==> src/rtl/scurve_threshold_noise_estimator_core_assert.svh <==
// ----------------------------------------------------------------------------
// S-curve estimator assertion macros
// Concurrent assertion wrappers clocked on clk_i, disabled while rst_ni is low.
// ----------------------------------------------------------------------------
`ifndef SCURVE_THRESHOLD_NOISE_ESTIMATOR_CORE_ASSERT_SVH
`define SCURVE_THRESHOLD_NOISE_ESTIMATOR_CORE_ASSERT_SVH

`ifndef ASSERT_OFF
`define STNE_ASSERT(lbl, prop, msg) \
  lbl: assert property (@(posedge clk_i) disable iff (!rst_ni) (prop)) else $error(msg);
`define STNE_ASSERT_NEXT(lbl, pre, post, msg) \
  lbl: assert property (@(posedge clk_i) disable iff (!rst_ni) (pre) |=> (post)) \
    else $error(msg);
`else
`define STNE_ASSERT(lbl, prop, msg)
`define STNE_ASSERT_NEXT(lbl, pre, post, msg)
`endif

`endif

==> src/rtl/stne_ram.sv <==
// ----------------------------------------------------------------------------
// S-curve estimator bin RAM
// Simple dual-port synchronous RAM, one write and one registered read port.
// ----------------------------------------------------------------------------
module stne_ram #(
  parameter int WIDTH = 16,
  parameter int DEPTH = 256,
  localparam int AW = (DEPTH > 1) ? $clog2(DEPTH) : 1
) (
  input  logic             clk_i,
  input  logic             we_i,
  input  logic [AW-1:0]    waddr_i,
  input  logic [WIDTH-1:0] wdata_i,
  input  logic             re_i,
  input  logic [AW-1:0]    raddr_i,
  output logic [WIDTH-1:0] rdata_o
);

  logic [WIDTH-1:0] mem_q [DEPTH];
  logic [WIDTH-1:0] rdata_q;

  always_ff @(posedge clk_i) begin
    if (we_i) begin
      mem_q[waddr_i] <= wdata_i;
    end
    if (re_i) begin
      rdata_q <= mem_q[raddr_i];
    end
  end

  assign rdata_o = rdata_q;

endmodule

==> config.mk <==
export PLATFORM = sky130hd
export DESIGN_NAME = stne_ram
export DESIGN_NICKNAME = d
export VERILOG_FILES = /design/src/rtl/scurve_threshold_noise_estimator_core_assert.svh /design/src/rtl/stne_ram.sv
export SDC_FILE = /design/constraint.sdc
export NUM_CORES = 2
export LEC_CHECK = 0
export ABC_AREA = 0
export ABC_CLOCK_PERIOD_IN_PS = 2450
export CORE_ASPECT_RATIO = 2
export CORE_MARGIN = 4
export CORE_UTILIZATION = 30
export DETAILED_ROUTE_END_ITERATION = 10
export DONT_BUFFER_PORTS = 1
export GPL_TIMING_DRIVEN = 1
export PLACE_DENSITY_LB_ADDON = 0.12
export SYNTH_ARGS = -nofsm -noshare
export SYNTH_HDL_FRONTEND = slang
export SYNTH_SLANG_ARGS = --single-unit
==> constraint.sdc <==
create_clock -name clk_i -period 2.45 [get_ports clk_i]
set_clock_uncertainty 0.05 [all_clocks]
set_input_delay 0.1225 -clock clk_i [delete_from_list [all_inputs] [get_ports clk_i]]
set_output_delay 0.1225 -clock clk_i [all_outputs]
set_load 0.01 [all_outputs]
==> summary.md <==
| Metric | Value |
|---|---|
| Outcome | `finished, violations left` |
| Failing checks | `hold timing, slew limit, setup timing` |
| DRT iter0 DRCs | `6802` |
| Top routing layer used | `met5` |
| Cell family with most CP delay | `multiplexers` |
| Peak Freq | `0.356 GHz` |
| Critical path depth in cells | `6` |
| Metal2 WL | `313 mm` |
| Worst EP required | `3.08 ns` |
| FF-to-FF End | `rdata_o[6]$_DFFE_PP_` |
| Share of layout cells above drive strength 1 | `0.305` |
| Die width | `523 µm` |
| First-pass GRT wire length | `737 mm` |
| Max cap viols | `0` |
| R2R Path Start | `mem_q[30][6]$_DFFE_PP_` |
| Core ar. | `527000 µm²` |
| Syn Nets | `7395` |
| TritonRoute pass-1 iters | `5` |
| Slew headroom | `-0.201` |
| Unique masters post-synth | `51` |
| Power Density | `770 nW/µm²` |
| Synth Instances | `7360` |
| Clock H-tree levels | `5` |
| RSZ-0062 raised after global routing | `true` |
| Final period util | `1.15` |
| Cell leakage power | `59.5 nW` |
| Io pins | `51` |
| Max incr delay on CP | `0.67 ns` |
| Worst Slack Setup Final | `-0.359 ns` |
| # fillers | `49100` |
| Class of the worst hold path | `in -> reg` |
| RePlAce Congestion | `0.893` |
| M1 WL | `184 mm` |
| Post-synth top area share | `0.777` |
| CTS tree | `done` |
| Async set-reset flop share out of synthesis | `0` |
| DRC errors left | `0` |
| Clk Latency, worst-skew pair | `0.95 ns` |
| Synthesis-to-finish area growth | `19.0%` |
| Yosys top cell by area | `edfxtp_1` |
| Hold_sp | `wdata_i[13]` |
| Die Ht | `1.04 mm` |
| Hold_ws | `-0.715 ns` |
| Post-route ant nets | `0` |
| Worst EP arrival | `3.44 ns` |
| Final Util | `0.358` |
| Final min period | `2.81 ns` |
| Wire length per cell | `35.7 µm` |
| Final instance area | `189000 µm²` |
| Worst-Margin Slew | `1.80 ns` |
| Worst hold path stage count | `0` |
| Initial antenna violation count | `35` |
| Seq/Total Area, Yosys | `0.777` |
| CTS Buf Count | `381` |
| Worst reg-to-reg path cell count | `6` |
| Total congestion overflow | `0` |
| Top cell by count, worst path | `mux4_2` |
| Post-Syn Area | `159000 µm²` |
| Avg Cell Area, Syn | `21.6 µm²` |
| Tot Pwr | `146 mW` |
| WS Path Type | `reg -> reg` |
| Critical path peak fanout | `1` |
| FF+latch count, synth | `4112` |
| Vias in the first global route | `83600` |
| Total wire length | `555 mm` |
| Post-synth EDFFs | `4112` |
| DP Worst Slack | `-4.07 ns` |
| Root Driver | `clkbuf_16` |
| Clk sinks | `4112` |
| Hold Path End | `mem_q[97][13]$_DFFE_PP_` |
| HPWL after detailed placement | `325 mm` |
| Final setup viols | `16` |
| Post-DP Area | `174000 µm²` |
| Main area contributors after synthesis | `edfxtp_1 (78%), mux4_2 (11%), mux2i_1 (3.6%), o221ai_1 (1.4%), nor2_1 (0.72%)` |
| Critical path cell sequence | `mux4_2, mux4_2, a22o_4, o32ai_4, buf_6, nor4_2` |
| Synth Flop Type | `edfxtp_1` |
| Starting Density | `0.301` |
| Reg2Reg Setup Slack | `-0.36 ns` |
| Layout Nets | `8234` |
| Setup crit start kind | `flip-flop` |
| Row cnt | `377` |
| Final Hold Viols | `958` |
| Crit end category | `flip-flop` |
| GRT Util Overall | `0.197` |
| Crit-path slowest cell | `mux4_2` |
| Yosys warns | `0` |
| Routed via count | `79000` |
| VDD IR-drop max | `0.526 mV` |
| Buf/Inv on CP | `1` |
| Worst-path clk slew | `0.07 ns` |
| Largest net degree at the start of global routing | `738` |
| Via density | `5.08` |
| Metal3 WL | `20.4 mm` |
| Slew Limit Fails | `280` |
| IO buf count | `0` |
| Clk buf depth | `4` |
| Die area | `542000 µm²` |
-- sequential cells by signal (all words and copies together), names as in the netlist --
| register | cells |
|---|---|
| rdata_o | 16 |
| mem_q | 4096 |
-- how the worst max path moves through the flow --
| stage | start | slack [ns] | to |
|---|---|---|---|
| detailed placement | raddr_i[0] | -4.07 | rdata_o[4]$_DFFE_PP_ |
| finish | mem_q[30][6]$_DFFE_PP_ | -0.36 | rdata_o[6]$_DFFE_PP_ |
| global route | mem_q[3][3]$_DFFE_PP_ | -0.37 | rdata_o[3]$_DFFE_PP_ |
| global placement | raddr_i[0] | -4.00 | rdata_o[4]$_DFFE_PP_ |
| floorplan | raddr_i[0] | 0.03 | rdata_o[4]$_DFFE_PP_ |
| CTS | mem_q[30][6]$_DFFE_PP_ | -0.46 | rdata_o[6]$_DFFE_PP_ |
-- layer usage --
| metal | global-route usage | up-vias |
|---|---|---|
| met2 | 0.379 | 2001 |
| met3 | 0.0216 | 662 |
| met5 | 0 | - |
| met4 | 0.113 | 8 |
| li1 | - | 33000 |
| met1 | 0.204 | 43400 |
-- cells in the mapped netlist (9+ instances only) --
| master | number |
|---|---|
| nand4_1 | 26 |
| buf_1 | 27 |
| and3_1 | 11 |
| edfxtp_1 | 4112 |
| buf_8 | 11 |
| o221ai_1 | 252 |
| o31ai_1 | 16 |
| nor4_1 | 17 |
| a211oi_1 | 18 |
| o22ai_1 | 148 |
| buf_2 | 76 |
| nor2_1 | 304 |
| nor2b_1 | 9 |
| mux2i_1 | 565 |
| a22o_1 | 32 |
| o21ai_0 | 37 |
| o32ai_1 | 20 |
| a21oi_1 | 175 |
| nor3_1 | 92 |
| a22oi_1 | 43 |
| clkbuf_1 | 230 |
| a221oi_1 | 28 |
| nand3_1 | 35 |
| nand2_1 | 38 |
| buf_4 | 26 |
| mux2_2 | 88 |
| buf_6 | 77 |
| mux4_2 | 797 |
-- timing repair --
item,CTS,global route
setup endpoints to repair,16,431
resized for setup,129,39
gates cloned,17,14
setup buffers,4,1
hold buffers,26,31
pin swaps,23,22
endpoints found under the hold margin,6082,3024
-- through the flow --
step	cells	setup TNS [ns]
6_report	15600	-3.99
2_1_floorplan	7360	0
3_5_place_dp	14700	-64.58
3_3_place_gp	14700	-71.42
4_1_cts	15500	-19.23
5_1_grt	15500	-4.67
-- power by group --
part	leakage, nW	total [mW]	switching (mW)	internal [mW]
Combinational	16.6	8.35	5.13	3.22
Clock	5.90	59.5	27.0	32.5
Sequential	37.0	77.8	0.167	77.6
Total	59.5	146	32.3	113
-- cell type report --
class	instances	area, µm²	share of cell area
inverters	4	27.5	0.000146
well taps	7011	8770	0.0464
multi-input cells	2792	34100	0.181
diodes	33	82.6	0.000437
flip-flops and latches	4112	123000	0.653
clock buffers	461	9940	0.0526
clock inverters	233	2100	0.0111
repair buffers	908	10500	0.0555
-- placed cells by master (no fill, tap or decap), types with 87 or more instances in the layout --
master     instances
mux2i_1          565
clkbuf_16        400
nor2_1           128
o221ai_1         246
nor2_2           170
mux4_2           797
edfxtp_1        4112
buf_4            614
o22ai_1          147
mux2_2            87
buf_12           171
a21oi_1          164
clkinv_1          92
-- kinds of logic (layout without fill, tap and decap cells) --
logic type | Yosys count | after routing | share of synthesized area
mux | 1450 | 1450 | 0.155
compound gates | 786 | 786 | 0.0353
other cells | 0 | 33 | 0
simple gates | 556 | 556 | 0.0157
flops | 4112 | 4112 | 0.777
buf+inv | 456 | 1606 | 0.0169
Power figures use the tool's default switching activity.
