===== src/rtl/scurve_threshold_noise_estimator_core_assert.svh =====
// ----------------------------------------------------------------------------
// S-curve estimator assertion macros
// Concurrent assertion wrappers clocked on clk_i, disabled while rst_ni is low.
// ----------------------------------------------------------------------------
`ifndef SCURVE_THRESHOLD_NOISE_ESTIMATOR_CORE_ASSERT_SVH
`define SCURVE_THRESHOLD_NOISE_ESTIMATOR_CORE_ASSERT_SVH

`ifndef ASSERT_OFF
`define STNE_ASSERT(lbl, prop, msg) \
  lbl: assert property (@(posedge clk_i) disable iff (!rst_ni) (prop)) else $error(msg);
`define STNE_ASSERT_NEXT(lbl, pre, post, msg) \
  lbl: assert property (@(posedge clk_i) disable iff (!rst_ni) (pre) |=> (post)) \
    else $error(msg);
`else
`define STNE_ASSERT(lbl, prop, msg)
`define STNE_ASSERT_NEXT(lbl, pre, post, msg)
`endif

`endif


===== src/rtl/stne_pkg.sv =====
// ----------------------------------------------------------------------------
// S-curve estimator package
// Outcome codes and fixed constants shared by the scan, result and top units.
// ----------------------------------------------------------------------------
package stne_pkg;

  typedef enum logic [1:0] {
    OUT_NONE = 2'd0,
    OUT_ONE  = 2'd1,
    OUT_TWO  = 2'd2,
    OUT_FIT  = 2'd3
  } stne_outcome_e;

  localparam int unsigned PLAT_SCALE = 1000;
  localparam int unsigned PLAT_LEVEL = 999;
  localparam int unsigned PCT_SCALE  = 100;
  localparam int unsigned LOW_PCT    = 16;
  localparam int unsigned HIGH_PCT   = 84;

  localparam logic [31:0] INV_SQRT2_Q32 = 32'd3037000500;
  localparam logic [31:0] INV_SQRT6_Q32 = 32'd1753413056;

  localparam int unsigned QSHIFT     = 24;
  localparam int unsigned ROUND_HALF = 8388608;
  localparam int unsigned NOISE_POS_MAX = 65535;
  localparam int unsigned NOISE_NEG_MAX = 65536;

  localparam logic signed [16:0] NOISE_NONE = -17'sd256;

endpackage


===== src/rtl/stne_post.sv =====
// ----------------------------------------------------------------------------
// S-curve estimator result unit
// Classifies the valid span, forms the threshold guess and scales the noise
// guess to Q8.8 through one registered multiply.
// ----------------------------------------------------------------------------
module stne_post #(
  parameter int IW = 8
) (
  input  logic                        clk_i,
  input  logic                        rst_ni,
  input  logic                        start_i,
  input  logic [IW-1:0]               first_i,
  input  logic [IW-1:0]               end_i,
  input  logic [IW-1:0]               lo16_i,
  input  logic [IW-1:0]               hi16_i,
  input  logic [IW-1:0]               lo84_i,
  input  logic [IW-1:0]               hi84_i,
  output logic                        done_o,
  output logic [IW-1:0]               first_o,
  output logic [IW-1:0]               end_o,
  output logic [IW-1:0]               slow_o,
  output logic [IW-1:0]               shigh_o,
  output logic [IW:0]                 valid_o,
  output stne_pkg::stne_outcome_e     outcome_o,
  output logic signed [IW+1:0]        thr_o,
  output logic signed [16:0]          noise_o
);

  localparam int TW  = IW + 2;
  localparam int PRW = IW + 32;
  localparam int RW  = (IW + 9 > 18) ? IW + 9 : 18;

  logic [IW-1:0]           ssig, esig, mag;
  logic [IW:0]             valid, dx;
  logic signed [TW-1:0]    thr;
  stne_pkg::stne_outcome_e outcome;
  logic                    neg;
  logic [31:0]             kval;

  logic                    a_v_q, b_v_q;
  logic [IW-1:0]           a_first_q, a_end_q, a_ssig_q, a_esig_q, a_mag_q;
  logic [IW:0]             a_valid_q;
  stne_pkg::stne_outcome_e a_outcome_q;
  logic signed [TW-1:0]    a_thr_q;
  logic                    a_neg_q;
  logic [31:0]             a_k_q;
  logic [IW-1:0]           b_first_q, b_end_q, b_ssig_q, b_esig_q;
  logic [IW:0]             b_valid_q;
  stne_pkg::stne_outcome_e b_outcome_q;
  logic signed [TW-1:0]    b_thr_q;
  logic                    b_neg_q;
  logic [PRW-1:0]          b_prod_q;

  logic [PRW:0]            rnd_sum;
  logic [RW-1:0]           r_ext, lim, mclip;
  logic [16:0]             m17;

  always_comb begin
    ssig = IW'(((IW+1)'(lo16_i) + (IW+1)'(hi16_i)) >> 1);
    esig = IW'(((IW+1)'(lo84_i) + (IW+1)'(hi84_i)) >> 1);
    if ((end_i > first_i) || ((end_i == first_i) && (end_i != '0))) begin
      valid = (IW+1)'(end_i) - (IW+1)'(first_i) + (IW+1)'(1);
    end else begin
      valid = '0;
    end
    dx   = (IW+1)'(esig) - (IW+1)'(ssig);
    neg  = 1'b0;
    mag  = '0;
    kval = stne_pkg::INV_SQRT2_Q32;
    thr  = '1;
    if (valid > (IW+1)'(2)) begin
      outcome = stne_pkg::OUT_FIT;
      thr     = signed'(TW'(first_i) + TW'(valid >> 1));
      neg     = dx[IW];
      mag     = dx[IW] ? IW'(-dx) : IW'(dx);
    end else if (valid == (IW+1)'(2)) begin
      outcome = stne_pkg::OUT_TWO;
      thr     = signed'(TW'(((IW+1)'(first_i) + (IW+1)'(end_i)) >> 1));
      mag     = end_i - first_i;
      kval    = stne_pkg::INV_SQRT6_Q32;
    end else if (valid == (IW+1)'(1)) begin
      outcome = stne_pkg::OUT_ONE;
    end else begin
      outcome = stne_pkg::OUT_NONE;
    end
  end

  always_ff @(posedge clk_i or negedge rst_ni) begin
    if (!rst_ni) begin
      a_v_q <= 1'b0;
      b_v_q <= 1'b0;
    end else begin
      a_v_q <= start_i;
      b_v_q <= a_v_q;
    end
  end

  always_ff @(posedge clk_i) begin
    if (start_i) begin
      a_first_q   <= first_i;
      a_end_q     <= end_i;
      a_ssig_q    <= ssig;
      a_esig_q    <= esig;
      a_valid_q   <= valid;
      a_outcome_q <= outcome;
      a_thr_q     <= thr;
      a_neg_q     <= neg;
      a_mag_q     <= mag;
      a_k_q       <= kval;
    end
    if (a_v_q) begin
      b_first_q   <= a_first_q;
      b_end_q     <= a_end_q;
      b_ssig_q    <= a_ssig_q;
      b_esig_q    <= a_esig_q;
      b_valid_q   <= a_valid_q;
      b_outcome_q <= a_outcome_q;
      b_thr_q     <= a_thr_q;
      b_neg_q     <= a_neg_q;
      b_prod_q    <= PRW'(a_mag_q) * PRW'(a_k_q);
    end
  end

  always_comb begin
    rnd_sum = (PRW+1)'(b_prod_q) + (PRW+1)'(stne_pkg::ROUND_HALF);
    r_ext   = RW'(rnd_sum[PRW:stne_pkg::QSHIFT]);
    lim     = b_neg_q ? RW'(stne_pkg::NOISE_NEG_MAX) : RW'(stne_pkg::NOISE_POS_MAX);
    mclip   = (r_ext > lim) ? lim : r_ext;
    m17     = 17'(mclip);
    if ((b_outcome_q == stne_pkg::OUT_FIT) || (b_outcome_q == stne_pkg::OUT_TWO)) begin
      noise_o = b_neg_q ? signed'(-m17) : signed'(m17);
    end else begin
      noise_o = stne_pkg::NOISE_NONE;
    end
  end

  assign done_o    = b_v_q;
  assign first_o   = b_first_q;
  assign end_o     = b_end_q;
  assign slow_o    = b_ssig_q;
  assign shigh_o   = b_esig_q;
  assign valid_o   = b_valid_q;
  assign outcome_o = b_outcome_q;
  assign thr_o     = b_thr_q;

endmodule


===== config.mk =====
export PLATFORM = sky130hd
export DESIGN_NAME = stne_post
export DESIGN_NICKNAME = d
export VERILOG_FILES = /design/src/rtl/scurve_threshold_noise_estimator_core_assert.svh /design/src/rtl/stne_pkg.sv /design/src/rtl/stne_post.sv
export SDC_FILE = /design/constraint.sdc
export NUM_CORES = 1
export LEC_CHECK = 0
export BUFFER_PORTS_ARGS = -buffer_cell sky130_fd_sc_hd__buf_2
export CAP_MARGIN = 20
export CORE_MARGIN = 5
export CORE_UTILIZATION = 45
export CTS_BUF_LIST = sky130_fd_sc_hd__clkbuf_8
export CTS_CLUSTER_SIZE = 20
export DETAILED_ROUTE_END_ITERATION = 10
export MAX_ROUTING_LAYER = met4
export SLEW_MARGIN = 0
export SYNTH_ARGS = -nofsm -noshare
export SYNTH_HDL_FRONTEND = slang
export SYNTH_SLANG_ARGS = --single-unit

===== constraint.sdc =====
create_clock -name clk_i -period 9 [get_ports clk_i]
set_input_delay 1.35 -clock clk_i [delete_from_list [all_inputs] [get_ports clk_i]]
set_output_delay 1.35 -clock clk_i [all_outputs]
set_load 0.02 [all_outputs]

==> impl_metrics.env <==
export IMPL_status="finished clean"
export IMPL_vias=9027
export IMPL_grt_util_all_layers_pct=19.38
export IMPL_drt_iter0_markers=483
export IMPL_via_per_inst=5.155
export IMPL_crit_type="reg -> out"
export IMPL_multi_input_area_um2=7760
export IMPL_yosysWarningCount=0
export IMPL_num_antenna_cells=0
export IMPL_clock_fmax_mhz=150.3
export IMPL_num_rows=61
export IMPL_synth_edf_count=135
export IMPL_start_util_pct=45.90
export IMPL_clk_pin_slew_ps=80
export IMPL_drt_pass1_iterations=6
export IMPL_relSlewSlack_pct=24.21
export IMPL_worst_ep_arrival_time_ps=5310
export IMPL_fin_crit_ps=6655
export IMPL_min_period_over_period_pct=73.94
export IMPL_antenna_found_initial=0
export IMPL_wirelength_mm=28.98
export IMPL_fp_dieArea_um2=32050
export IMPL_tightest_slew_ps=1108
export IMPL_overflow=0
export IMPL_seq_area_um2=4108
export IMPL_stdcell_count=1751
export IMPL_synth_seq_cells=137
export IMPL_drv_cap=0
export IMPL_grt_pass1_vias=9239
export IMPL_hpwl_mm=23.87
export IMPL_cts_root_buf="clkbuf_8"
export IMPL_cts_buffers=17
export IMPL_postRouteAntennaNets=0
export IMPL_tns_ps=0
export IMPL_n_fill_cell=2585
export IMPL_fin_nets=1685
export IMPL_hp_class="reg -> reg"
export IMPL_syn_to_final_growth_pct=10.81
export IMPL_crit_fanout=9
export IMPL_synth_cell_types=71
export IMPL_synth_seq_area_share_pct=31.92
export IMPL_post_cts_resized=0
export IMPL_grt_pass1_wl_mm=47.23
export IMPL_postCtsHoldBufs=0
export IMPL_cts_sinks=137
export IMPL_rsz0062_at_grt="no"
export IMPL_syn_nets=1563
export IMPL_utilization_pct=50.86
export IMPL_required_ps=7650
export IMPL_grt_start_max_net_pins=73
export IMPL_pin_count=122
export IMPL_clk_insertion_delay_late_ps=450
export IMPL_port_buffers=121
export IMPL_skew_ps=15.16
export IMPL_drc=0
export IMPL_die_w_um=179.0
export IMPL_cts_tree="yes"
export IMPL_crit_path_end_kind="output pin"
export IMPL_placedCellCount=1719
export IMPL_hold_viol_final=0
export IMPL_synth_avg_cell_area_um2=10.38
export IMPL_synth_flop_cell="edfxtp_1"
export IMPL_async_reset_ff_share_pct=1.460
export IMPL_wl_per_cell_um=16.55
export IMPL_die_height_um=179.0
export IMPL_clockBufferDepth=2
export IMPL_syn_inst=1238
export IMPL_netlist_area_um2=12860
export IMPL_setup_viol=0
export IMPL_cp_start_kind="flip-flop"
export IMPL_post_cts_setup_buffer_count=0
export IMPL_slew_violations=0
export IMPL_place_congestion=0.9204
export IMPL_final_layout_size_suffix_gt1_share_pct=12.60
export IMPL_core_area_um2=28010
export IMPL_htree_levels=4
## cell usage after synthesis, drive strengths merged, types with 24 or more instances
master  count  area, um^2
edfxtp    135        4054
a21oi      75       375.4
a21o       24       180.2
inv       231       867.1
ha        168        2102
fa        106        2122
xor2       30       281.5
nand3      27       135.1
nor2       62       232.7
o21ai      56       284.0
xnor2      49       429.2
nand2      61       229.0
## sequential cells by signal, summed over array words and instances (netlist names), 2 cells and up
register	flops
end_o	8
slow_o	8
a_mag_q	8
a_valid_q	9
a_thr_q	10
valid_o	9
a_first_q	8
thr_o	10
first_o	8
a_outcome_q	2
outcome_o	2
a_k_q	2
a_end_q	8
a_ssig_q	8
shigh_o	8
a_esig_q	8
b_prod_q	17
## layout by cell type (no fill, tap or decap), drive strengths merged, types with 3 or more instances in the layout
| cell type | netlist | routed |
|---|---|---|
| o31ai | 3 | 3 |
| ha | 168 | 168 |
| nor3 | 17 | 17 |
| o22ai | 6 | 6 |
| nand2b | 14 | 14 |
| edfxtp | 135 | 135 |
| inv | 231 | 239 |
| clkinv | 1 | 5 |
| a21oi | 75 | 75 |
| buf | 8 | 125 |
| nand2 | 61 | 61 |
| a2bb2oi | 4 | 4 |
| or2 | 3 | 3 |
| xor2 | 30 | 30 |
| xnor2 | 49 | 49 |
| o21bai | 13 | 13 |
| or3 | 6 | 6 |
| and2 | 11 | 11 |
| nor2b | 11 | 11 |
| nand3 | 27 | 27 |
| a211o | 3 | 3 |
| nand4 | 16 | 16 |
| a2111oi | 3 | 3 |
| o21a | 9 | 9 |
| o21ai | 56 | 56 |
| mux2i | 5 | 5 |
| nor4 | 9 | 9 |
| nor2 | 62 | 62 |
| o311ai | 3 | 3 |
| a31oi | 6 | 6 |
| a21o | 24 | 24 |
| clkbuf | 14 | 17 |
| and3 | 7 | 7 |
| a211oi | 10 | 10 |
| fa | 106 | 106 |
## through the flow
step | setup slack (ps) | instance area, um^2 | hold WS (ps)
global route | 1853 | 14250 | 432.3
global placement | 2667 | 13850 | 400.5
finish | 2345 | 14250 | 419.4
CTS | 2357 | 14250 | 420.1
detailed placement | 2526 | 13850 | 404.5
floorplan | 3691 | 12860 | 400.3
## critical path, stage by stage (launching register included)
cell and delay [ps]:
edfxtp_1 510, and4_1 440, nand3_1 150, o21ai_0 270, and2_1 220, inv_1 90, ha_1 290, and3_1 180
nand3_1 110, nor4_1 460, a221o_1 290, o21a_1 360, nand2_1 110, o21ai_0 130, ha_1 290, nand2b_1 320
o21ai_0 120, a211oi_1 300, buf_2 220
## worst paths after layout
kind | cells after the start | to | slack, ps | from
setup / recovery | 18 | noise_o[4] | 2340 | b_prod_q[25]
hold / removal | 0 | slow_o[0] | 420 | a_ssig_q[0]
setup reg to reg | 17 | b_prod_q[32] | 2500 | a_mag_q[7]
hold reg to reg | 0 | slow_o[0] | 420 | a_ssig_q[0]
max in group asynchronous | 1 | a_v_q | 8210 | rst_ni
min in group asynchronous | 1 | a_v_q | 680 | rst_ni
## cells by family (layout without fill, tap and decap cells)
| kind of cell | count (synthesis) | count (layout) | share of synthesized area, % |
|---|---|---|---|
| AOI/OAI and AO/OA | 234 | 234 | 11.45 |
| xor gates and xnor gates | 79 | 79 | 5.528 |
| adders and majority gates | 274 | 274 | 32.86 |
| buffers and inverters | 254 | 389 | 7.718 |
| DFF | 137 | 137 | 31.92 |
| muxes | 6 | 6 | 0.4769 |
| and+or+nand+nor | 254 | 254 | 10.05 |
## layout make-up
class	instances	share of cell area, %
clock buffers	17	1.642
clock inverters	15	1.159
inverters	232	6.113
multi-input cells	847	54.47
flip-flops and latches	137	28.83
well taps	378	3.320
repair buffers	125	4.462
## metal layers
layer	up-vias	GRT usage [%]	routed length, um
met4	0	4.733	551
met2	199	31.84	13980
met5	-	-	0
met3	38	2.952	1310
met1	4317	25.42	13130
li1	4473	-	-
Power is left out: the tool's default activity adds up to more than one toggle a clock period on the data nets, which glitch-free logic cannot reach.
