## src/rtl/scurve_threshold_noise_estimator_core_assert.svh

```systemverilog
// ----------------------------------------------------------------------------
// S-curve estimator assertion macros
// Concurrent assertion wrappers clocked on clk_i, disabled while rst_ni is low.
// ----------------------------------------------------------------------------
`ifndef SCURVE_THRESHOLD_NOISE_ESTIMATOR_CORE_ASSERT_SVH
`define SCURVE_THRESHOLD_NOISE_ESTIMATOR_CORE_ASSERT_SVH

`ifndef ASSERT_OFF
`define STNE_ASSERT(lbl, prop, msg) \
  lbl: assert property (@(posedge clk_i) disable iff (!rst_ni) (prop)) else $error(msg);
`define STNE_ASSERT_NEXT(lbl, pre, post, msg) \
  lbl: assert property (@(posedge clk_i) disable iff (!rst_ni) (pre) |=> (post)) \
    else $error(msg);
`else
`define STNE_ASSERT(lbl, prop, msg)
`define STNE_ASSERT_NEXT(lbl, pre, post, msg)
`endif

`endif

```

## src/rtl/stne_pkg.sv

```systemverilog
// ----------------------------------------------------------------------------
// S-curve estimator package
// Outcome codes and fixed constants shared by the scan, result and top units.
// ----------------------------------------------------------------------------
package stne_pkg;

  typedef enum logic [1:0] {
    OUT_NONE = 2'd0,
    OUT_ONE  = 2'd1,
    OUT_TWO  = 2'd2,
    OUT_FIT  = 2'd3
  } stne_outcome_e;

  localparam int unsigned PLAT_SCALE = 1000;
  localparam int unsigned PLAT_LEVEL = 999;
  localparam int unsigned PCT_SCALE  = 100;
  localparam int unsigned LOW_PCT    = 16;
  localparam int unsigned HIGH_PCT   = 84;

  localparam logic [31:0] INV_SQRT2_Q32 = 32'd3037000500;
  localparam logic [31:0] INV_SQRT6_Q32 = 32'd1753413056;

  localparam int unsigned QSHIFT     = 24;
  localparam int unsigned ROUND_HALF = 8388608;
  localparam int unsigned NOISE_POS_MAX = 65535;
  localparam int unsigned NOISE_NEG_MAX = 65536;

  localparam logic signed [16:0] NOISE_NONE = -17'sd256;

endpackage

```

## src/rtl/stne_scan.sv

```systemverilog
// ----------------------------------------------------------------------------
// S-curve estimator curve scanner
// Walks the stored curve once, one bin per cycle, and tracks the start,
// plateau and 16%/84% crossing indices against the last bin's count.
// ----------------------------------------------------------------------------
module stne_scan #(
  parameter int IW = 8,
  parameter int CW = 16
) (
  input  logic          clk_i,
  input  logic          rst_ni,
  input  logic          start_i,
  input  logic [IW-1:0] lidx_i,
  input  logic [CW-1:0] last_i,
  output logic          rd_en_o,
  output logic [IW-1:0] rd_addr_o,
  input  logic [CW-1:0] rd_data_i,
  output logic          done_o,
  output logic [IW-1:0] first_o,
  output logic [IW-1:0] end_o,
  output logic [IW-1:0] lo16_o,
  output logic [IW-1:0] hi16_o,
  output logic [IW-1:0] lo84_o,
  output logic [IW-1:0] hi84_o
);

  localparam int PW = CW + 10;

  logic          active_q, v_q, done_q;
  logic [IW-1:0] cnt_q, idx_q;
  logic [PW-1:0] l999_q, l16_q, l84_q;
  logic          lzero_q, nz_q, endf_q;
  logic [IW-1:0] first_q, end_q, lo16_q, hi16_q, lo84_q, hi84_q;

  logic [PW-1:0] c1000, c100;

  assign c1000 = PW'(rd_data_i) * PW'(stne_pkg::PLAT_SCALE);
  assign c100  = PW'(rd_data_i) * PW'(stne_pkg::PCT_SCALE);

  always_ff @(posedge clk_i or negedge rst_ni) begin
    if (!rst_ni) begin
      active_q <= 1'b0;
      v_q      <= 1'b0;
      done_q   <= 1'b0;
      cnt_q    <= '0;
      idx_q    <= '0;
    end else begin
      v_q    <= active_q;
      idx_q  <= cnt_q;
      done_q <= v_q && (idx_q == lidx_i);
      if (start_i) begin
        active_q <= 1'b1;
        cnt_q    <= '0;
      end else if (active_q) begin
        cnt_q <= cnt_q + IW'(1);
        if (cnt_q == lidx_i) begin
          active_q <= 1'b0;
        end
      end
    end
  end

  always_ff @(posedge clk_i) begin
    if (start_i) begin
      l999_q  <= PW'(last_i) * PW'(stne_pkg::PLAT_LEVEL);
      l16_q   <= PW'(last_i) * PW'(stne_pkg::LOW_PCT);
      l84_q   <= PW'(last_i) * PW'(stne_pkg::HIGH_PCT);
      lzero_q <= (last_i == '0);
      nz_q    <= 1'b0;
      endf_q  <= 1'b0;
      first_q <= '0;
      end_q   <= '0;
      lo16_q  <= '0;
      hi16_q  <= '0;
      lo84_q  <= '0;
      hi84_q  <= '0;
    end else if (v_q) begin
      if (!nz_q && (rd_data_i != '0)) begin
        nz_q    <= 1'b1;
        first_q <= (idx_q == '0) ? '0 : idx_q - IW'(1);
      end
      if (!lzero_q && !endf_q && (c1000 >= l999_q)) begin
        endf_q <= 1'b1;
        end_q  <= idx_q;
      end
      if ((idx_q != '0) && (lo16_q == '0) && (c100 >= l16_q)) begin
        lo16_q <= idx_q;
      end
      if ((idx_q != '0) && (lo84_q == '0) && (c100 >= l84_q)) begin
        lo84_q <= idx_q;
      end
      if (c100 <= l16_q) begin
        hi16_q <= idx_q;
      end
      if (c100 <= l84_q) begin
        hi84_q <= idx_q;
      end
    end
  end

  assign rd_en_o   = active_q;
  assign rd_addr_o = cnt_q;
  assign done_o    = done_q;
  assign first_o   = first_q;
  assign end_o     = lzero_q ? first_q : end_q;
  assign lo16_o    = lo16_q;
  assign hi16_o    = hi16_q;
  assign lo84_o    = lo84_q;
  assign hi84_o    = hi84_q;

endmodule

```

## config.mk

```make
export PLATFORM = sky130hd
export DESIGN_NAME = stne_scan
export DESIGN_NICKNAME = d
export VERILOG_FILES = /design/src/rtl/scurve_threshold_noise_estimator_core_assert.svh /design/src/rtl/stne_pkg.sv /design/src/rtl/stne_scan.sv
export SDC_FILE = /design/constraint.sdc
export NUM_CORES = 1
export LEC_CHECK = 0
export CAP_MARGIN = 5
export CORE_AREA = 3 3 252 130
export CTS_BUF_LIST = sky130_fd_sc_hd__clkbuf_4 sky130_fd_sc_hd__clkbuf_8 sky130_fd_sc_hd__clkbuf_16
export DETAILED_ROUTE_END_ITERATION = 16
export DIE_AREA = 0 0 255 133
export DONT_BUFFER_PORTS = 1
export PLACE_DENSITY = 0.75
export SYNTH_ARGS = -nofsm -noshare
export SYNTH_HDL_FRONTEND = slang
export SYNTH_SLANG_ARGS = --single-unit
```

## constraint.sdc

```tcl
create_clock -name clk_i -period 2.6 [get_ports clk_i]
set_input_delay 0.52 -clock clk_i [delete_from_list [all_inputs] [get_ports clk_i]]
set_output_delay 0.52 -clock clk_i [all_outputs]
set_load 0.01 [all_outputs]
```

==> flow_metrics.py <==
metrics = {
    "synth": {
        "ys_types": 65,
        "post_synth.cell_area_avg_um2": 10.1,
        "syn-num-nets": 2015,
        "yosysSeqAreaShare_pct": 21.6,
        "synth.cell_area_um2": 15300,
        "post_synth_inst_count": 1526,
        "synth-main-ff-cell": "sky130_fd_sc_hd__edfxtp_1",
        "number_of_enable_flip_flop_cells_after_synthesis": 61,
        "ys_seq_elements": 130,
        "ys_warn_count": 0,
        "async_flop_share_pct": 14.6,
    },
    "critical_path": {
        "r2r.worst_path.cells": 13,
        "critical_path_class": "input port to flop",
        "setup.reg_to_reg.worst_slack_ns": 0,
        "critical_path_arrival_ns": 5.86,
        "crit_path_end_kind": "flop",
        "worst_ep_required_time_ns": 2.92,
        "worst_setup_path_start_kind": "input port",
        "worst-path-max-fanout": 5,
    },
    "route": {
        "detailroute.via_count": 12000,
        "drtAntennaViolNets": 0,
        "route.final.wire_length_mm": 40.6,
        "routedWlPerCell_um": 18.0,
        "drt_first_iter_violations": 750,
        "drc": 0,
        "drt-pass1-iter-count": 9,
        "avgViaCountPerCell": 5.34,
    },
    "timing": {
        "finalSetupTns_ns": -137.82,
        "max_clock_freq_mhz": 181,
        "fin_skew_ns": 0.0193,
        "worst_pin_slew_ns": 0.856,
        "final.period_utilization_pct": 213,
        "maxSlewViolCount": 0,
        "final_critical_path_setup_slack_ns": -2.93,
        "setup_repair_after_global_routing_missed_its_margin": "true",
        "final-setup-viol-count": 70,
        "finalHoldViolations": 0,
        "rel_slew_slack_pct": 42.7,
        "post-route-min-period_ns": 5.53,
    },
    "placement": {
        "hpwlAfterDp_mm": 31.4,
        "gp_routability_congestion": 0.912,
        "post_dp_cell_area_um2": 18700,
        "port_buffers": 0,
        "post-place-ws_ns": -3.38,
    },
    "layout": {
        "final_design_area_no_fill_um2": 20100,
        "fraction_of_layout_instances_using_a_drive_strength_above_1_pct": 30.0,
        "flow.area_growth_from_synthesis_pct": 31.2,
        "fill_cells": 2126,
        "antenna_cells_inserted": 0,
        "nets": 2329,
    },
    "global_routing": {
        "globalRouteMet3Util_pct": 3.61,
        "maximum_number_of_pins_on_one_net_before_global_route_repair": 129,
        "vias_in_the_first_global_route": 12400,
        "gr-max-usage-layer": "met2",
        "global_route_wire_length_before_repair_mm": 63.8,
        "groute.usage.overall_pct": 23.9,
        "use_met1_pct": 31.5,
        "gr-total-overflow": 0,
        "groute.layer.met2.usage_pct": 41.0,
        "grt_antenna_before_repair": 0,
    },
    "clock_tree": {
        "clkTransAtPathRegs_ns": 0.08,
        "tritoncts": "yes",
        "ctsRootBufferMaster": "sky130_fd_sc_hd__clkbuf_16",
        "numClockSinks": 130,
        "cts_max_path_buffers": 2,
        "worstSkewPairLatency_ns": 0.44,
        "cts_htree_levels": 4,
        "number_of_buffers_inserted_during_clock_tree_synthesis": 17,
    },
    "die": {
        "floorplan.rows": 45,
        "initial_core_util_pct": 50.5,
        "io-pin-count": 101,
        "dieWidth_um": 255,
        "fp.dieArea_um2": 33900,
        "chipHeight_um": 133,
        "floorplan.core_area_um2": 30400,
    },
    "pwr": {
        "powerDensity_nw_per_um2": 1320,
        "static-leakage-power_nw": 9.88,
        "design_power_total_mw": 26.5,
        "max-vdd-ir-drop_uv": 1150,
    },
    "status": {
        "status": "finished, violations left",
        "violations": "setup timing",
    },
    "min_path": {
        "worstHoldPathType": "input port to flop",
        "worst_hold_path.num_cells": 1,
    },
    "job": {
        "cap_violations": 0,
    },
}
[critical path: stages]
cell	delay, ns
sky130_fd_sc_hd__clkinvlp_4	0.12
sky130_fd_sc_hd__fa_1	0.51
sky130_fd_sc_hd__fa_1	0.52
sky130_fd_sc_hd__inv_1	0.06
sky130_fd_sc_hd__fa_1	0.51
sky130_fd_sc_hd__inv_1	0.06
sky130_fd_sc_hd__fa_1	0.51
sky130_fd_sc_hd__inv_1	0.07
sky130_fd_sc_hd__ha_4	0.17
sky130_fd_sc_hd__nor2_2	0.12
sky130_fd_sc_hd__o21ai_0	0.10
sky130_fd_sc_hd__a221o_1	0.37
sky130_fd_sc_hd__a32oi_2	0.21
sky130_fd_sc_hd__a21oi_2	0.11
sky130_fd_sc_hd__a21o_1	0.20
sky130_fd_sc_hd__a21oi_2	0.17
sky130_fd_sc_hd__xnor2_1	0.10
sky130_fd_sc_hd__ha_1	0.32
sky130_fd_sc_hd__nand4_1	0.12
sky130_fd_sc_hd__nor2_2	0.15
sky130_fd_sc_hd__o311ai_2	0.13
sky130_fd_sc_hd__a31oi_1	0.22
sky130_fd_sc_hd__buf_4	0.22
sky130_fd_sc_hd__mux2i_1	0.22
sky130_fd_sc_hd__nor2_1	0.05
[layer usage]
| layer | part of all wire (%) | wire length, um |
|---|---|---|
| met5 | 0 | 0 |
| met4 | 2.1 | 860 |
| met3 | 5.3 | 2170 |
| met2 | 49 | 19800 |
| met1 | 44 | 17800 |
[cells by family after synthesis]
kind of cell | synth area share, %
XOR/XNOR | 5.98
AND/OR/NAND/NOR | 8.46
adder cells (fa/ha/maj) | 43.9
buffers and inverters | 8.02
multiplexers | 2.36
AO/OA/AOI/OAI | 9.73
flip-flops | 21.6
[synthesized netlist by cell type (all sizes together) (23+ instances only)]
| cell type | count | area (um2) |
|---|---|---|
| mux2i | 26 | 273 |
| nand2 | 38 | 143 |
| o21ai | 38 | 194 |
| edfxtp | 61 | 1830 |
| a21o | 34 | 255 |
| xnor2 | 72 | 631 |
| nand4 | 25 | 156 |
| inv | 306 | 1150 |
| nor2 | 87 | 327 |
| dfxtp | 50 | 1000 |
| nor3 | 23 | 126 |
| ha | 292 | 3650 |
| xor2 | 32 | 288 |
| a21oi | 87 | 435 |
| fa | 154 | 3080 |
[power breakdown]
| part | internal (mW) | switching (mW) | leakage (nW) |
|---|---|---|---|
| sequential | 2.92 | 0.212 | 1.25 |
| combinational | 10.8 | 10.1 | 8.34 |
| clock | 1.28 | 1.12 | 0.288 |
[final timing paths]
path                              start           end
max reg2reg                    l84_q[3]     hi84_o[1]
min reg2reg                        nz_q          nz_q
max in group asynchronous        rst_ni      idx_q[1]
min                             start_i     lo84_o[5]
max                        rd_data_i[9]      end_q[2]
min in group asynchronous        rst_ni  rd_addr_o[7]
[sequential cells by signal, indices dropped and copies added (netlist names), 8 cells and up]
name,flops
rd_addr_o,8
l999_q,26
end_q,8
hi16_o,8
lo16_o,8
idx_q,8
l16_q,14
l84_q,20
first_o,8
lo84_o,8
hi84_o,8
[stage by stage]
stage | std cells | utilization, % | hold WS (ns)
finish | 2252 | 66.2 | 0.151
detailed placement | 2200 | 61.6 | 0.225
global route | 2252 | 66.2 | 0.144
floorplan | 1526 | - | 0.224
CTS | 2241 | 64.9 | 0.142
global placement | 2200 | 61.6 | 0.225
[cell usage in the layout (no fill, tap or decap), types with 8 or more instances in the layout]
cell and n:
sky130_fd_sc_hd__a21oi_2 29, sky130_fd_sc_hd__dfxtp_1 50, sky130_fd_sc_hd__o21ai_0 15, sky130_fd_sc_hd__buf_6 23
sky130_fd_sc_hd__xnor2_1 60, sky130_fd_sc_hd__xnor2_2 11, sky130_fd_sc_hd__nand2_1 33, sky130_fd_sc_hd__buf_4 291
sky130_fd_sc_hd__nor2_2 9, sky130_fd_sc_hd__nor3_1 17, sky130_fd_sc_hd__o21ai_1 16, sky130_fd_sc_hd__and3_1 9
sky130_fd_sc_hd__inv_2 20, sky130_fd_sc_hd__inv_1 275, sky130_fd_sc_hd__nor2b_1 12, sky130_fd_sc_hd__xor2_1 26
sky130_fd_sc_hd__a21o_1 34, sky130_fd_sc_hd__mux2i_1 25, sky130_fd_sc_hd__nand3_1 12, sky130_fd_sc_hd__a21oi_1 52
sky130_fd_sc_hd__ha_4 44, sky130_fd_sc_hd__o21a_1 15, sky130_fd_sc_hd__dfrtp_1 19, sky130_fd_sc_hd__nor2_1 75
sky130_fd_sc_hd__ha_1 246, sky130_fd_sc_hd__edfxtp_1 61, sky130_fd_sc_hd__clkbuf_16 17, sky130_fd_sc_hd__mux2_2 8
sky130_fd_sc_hd__fa_1 153, sky130_fd_sc_hd__nand2b_1 9, sky130_fd_sc_hd__nand4_1 25
[layout make-up]
type / instances / area (um2) / share of cell area, %
clock buffers: 17 / 425 / 2.11
clock inverters: 15 / 149 / 0.739
inverters: 306 / 1200 / 5.96
multi-input cells: 1068 / 12100 / 59.9
flip-flops and latches: 130 / 3310 / 16.4
well taps: 399 / 499 / 2.48
repair buffers: 317 / 2490 / 12.4
[repair_timing]
| item | 4_1_cts | 5_1_grt |
|---|---|---|
| pin swaps | 80 | 53 |
| hold buffers | 1 | 0 |
| endpoints found under the hold margin | 19 | 0 |
| setup buffers | 15 | 14 |
| cloned | 1 | 0 |
| setup endpoints to repair | 68 | 71 |
| resized for setup | 71 | 71 |
No activity file was read; power rests on OpenSTA's default activity.
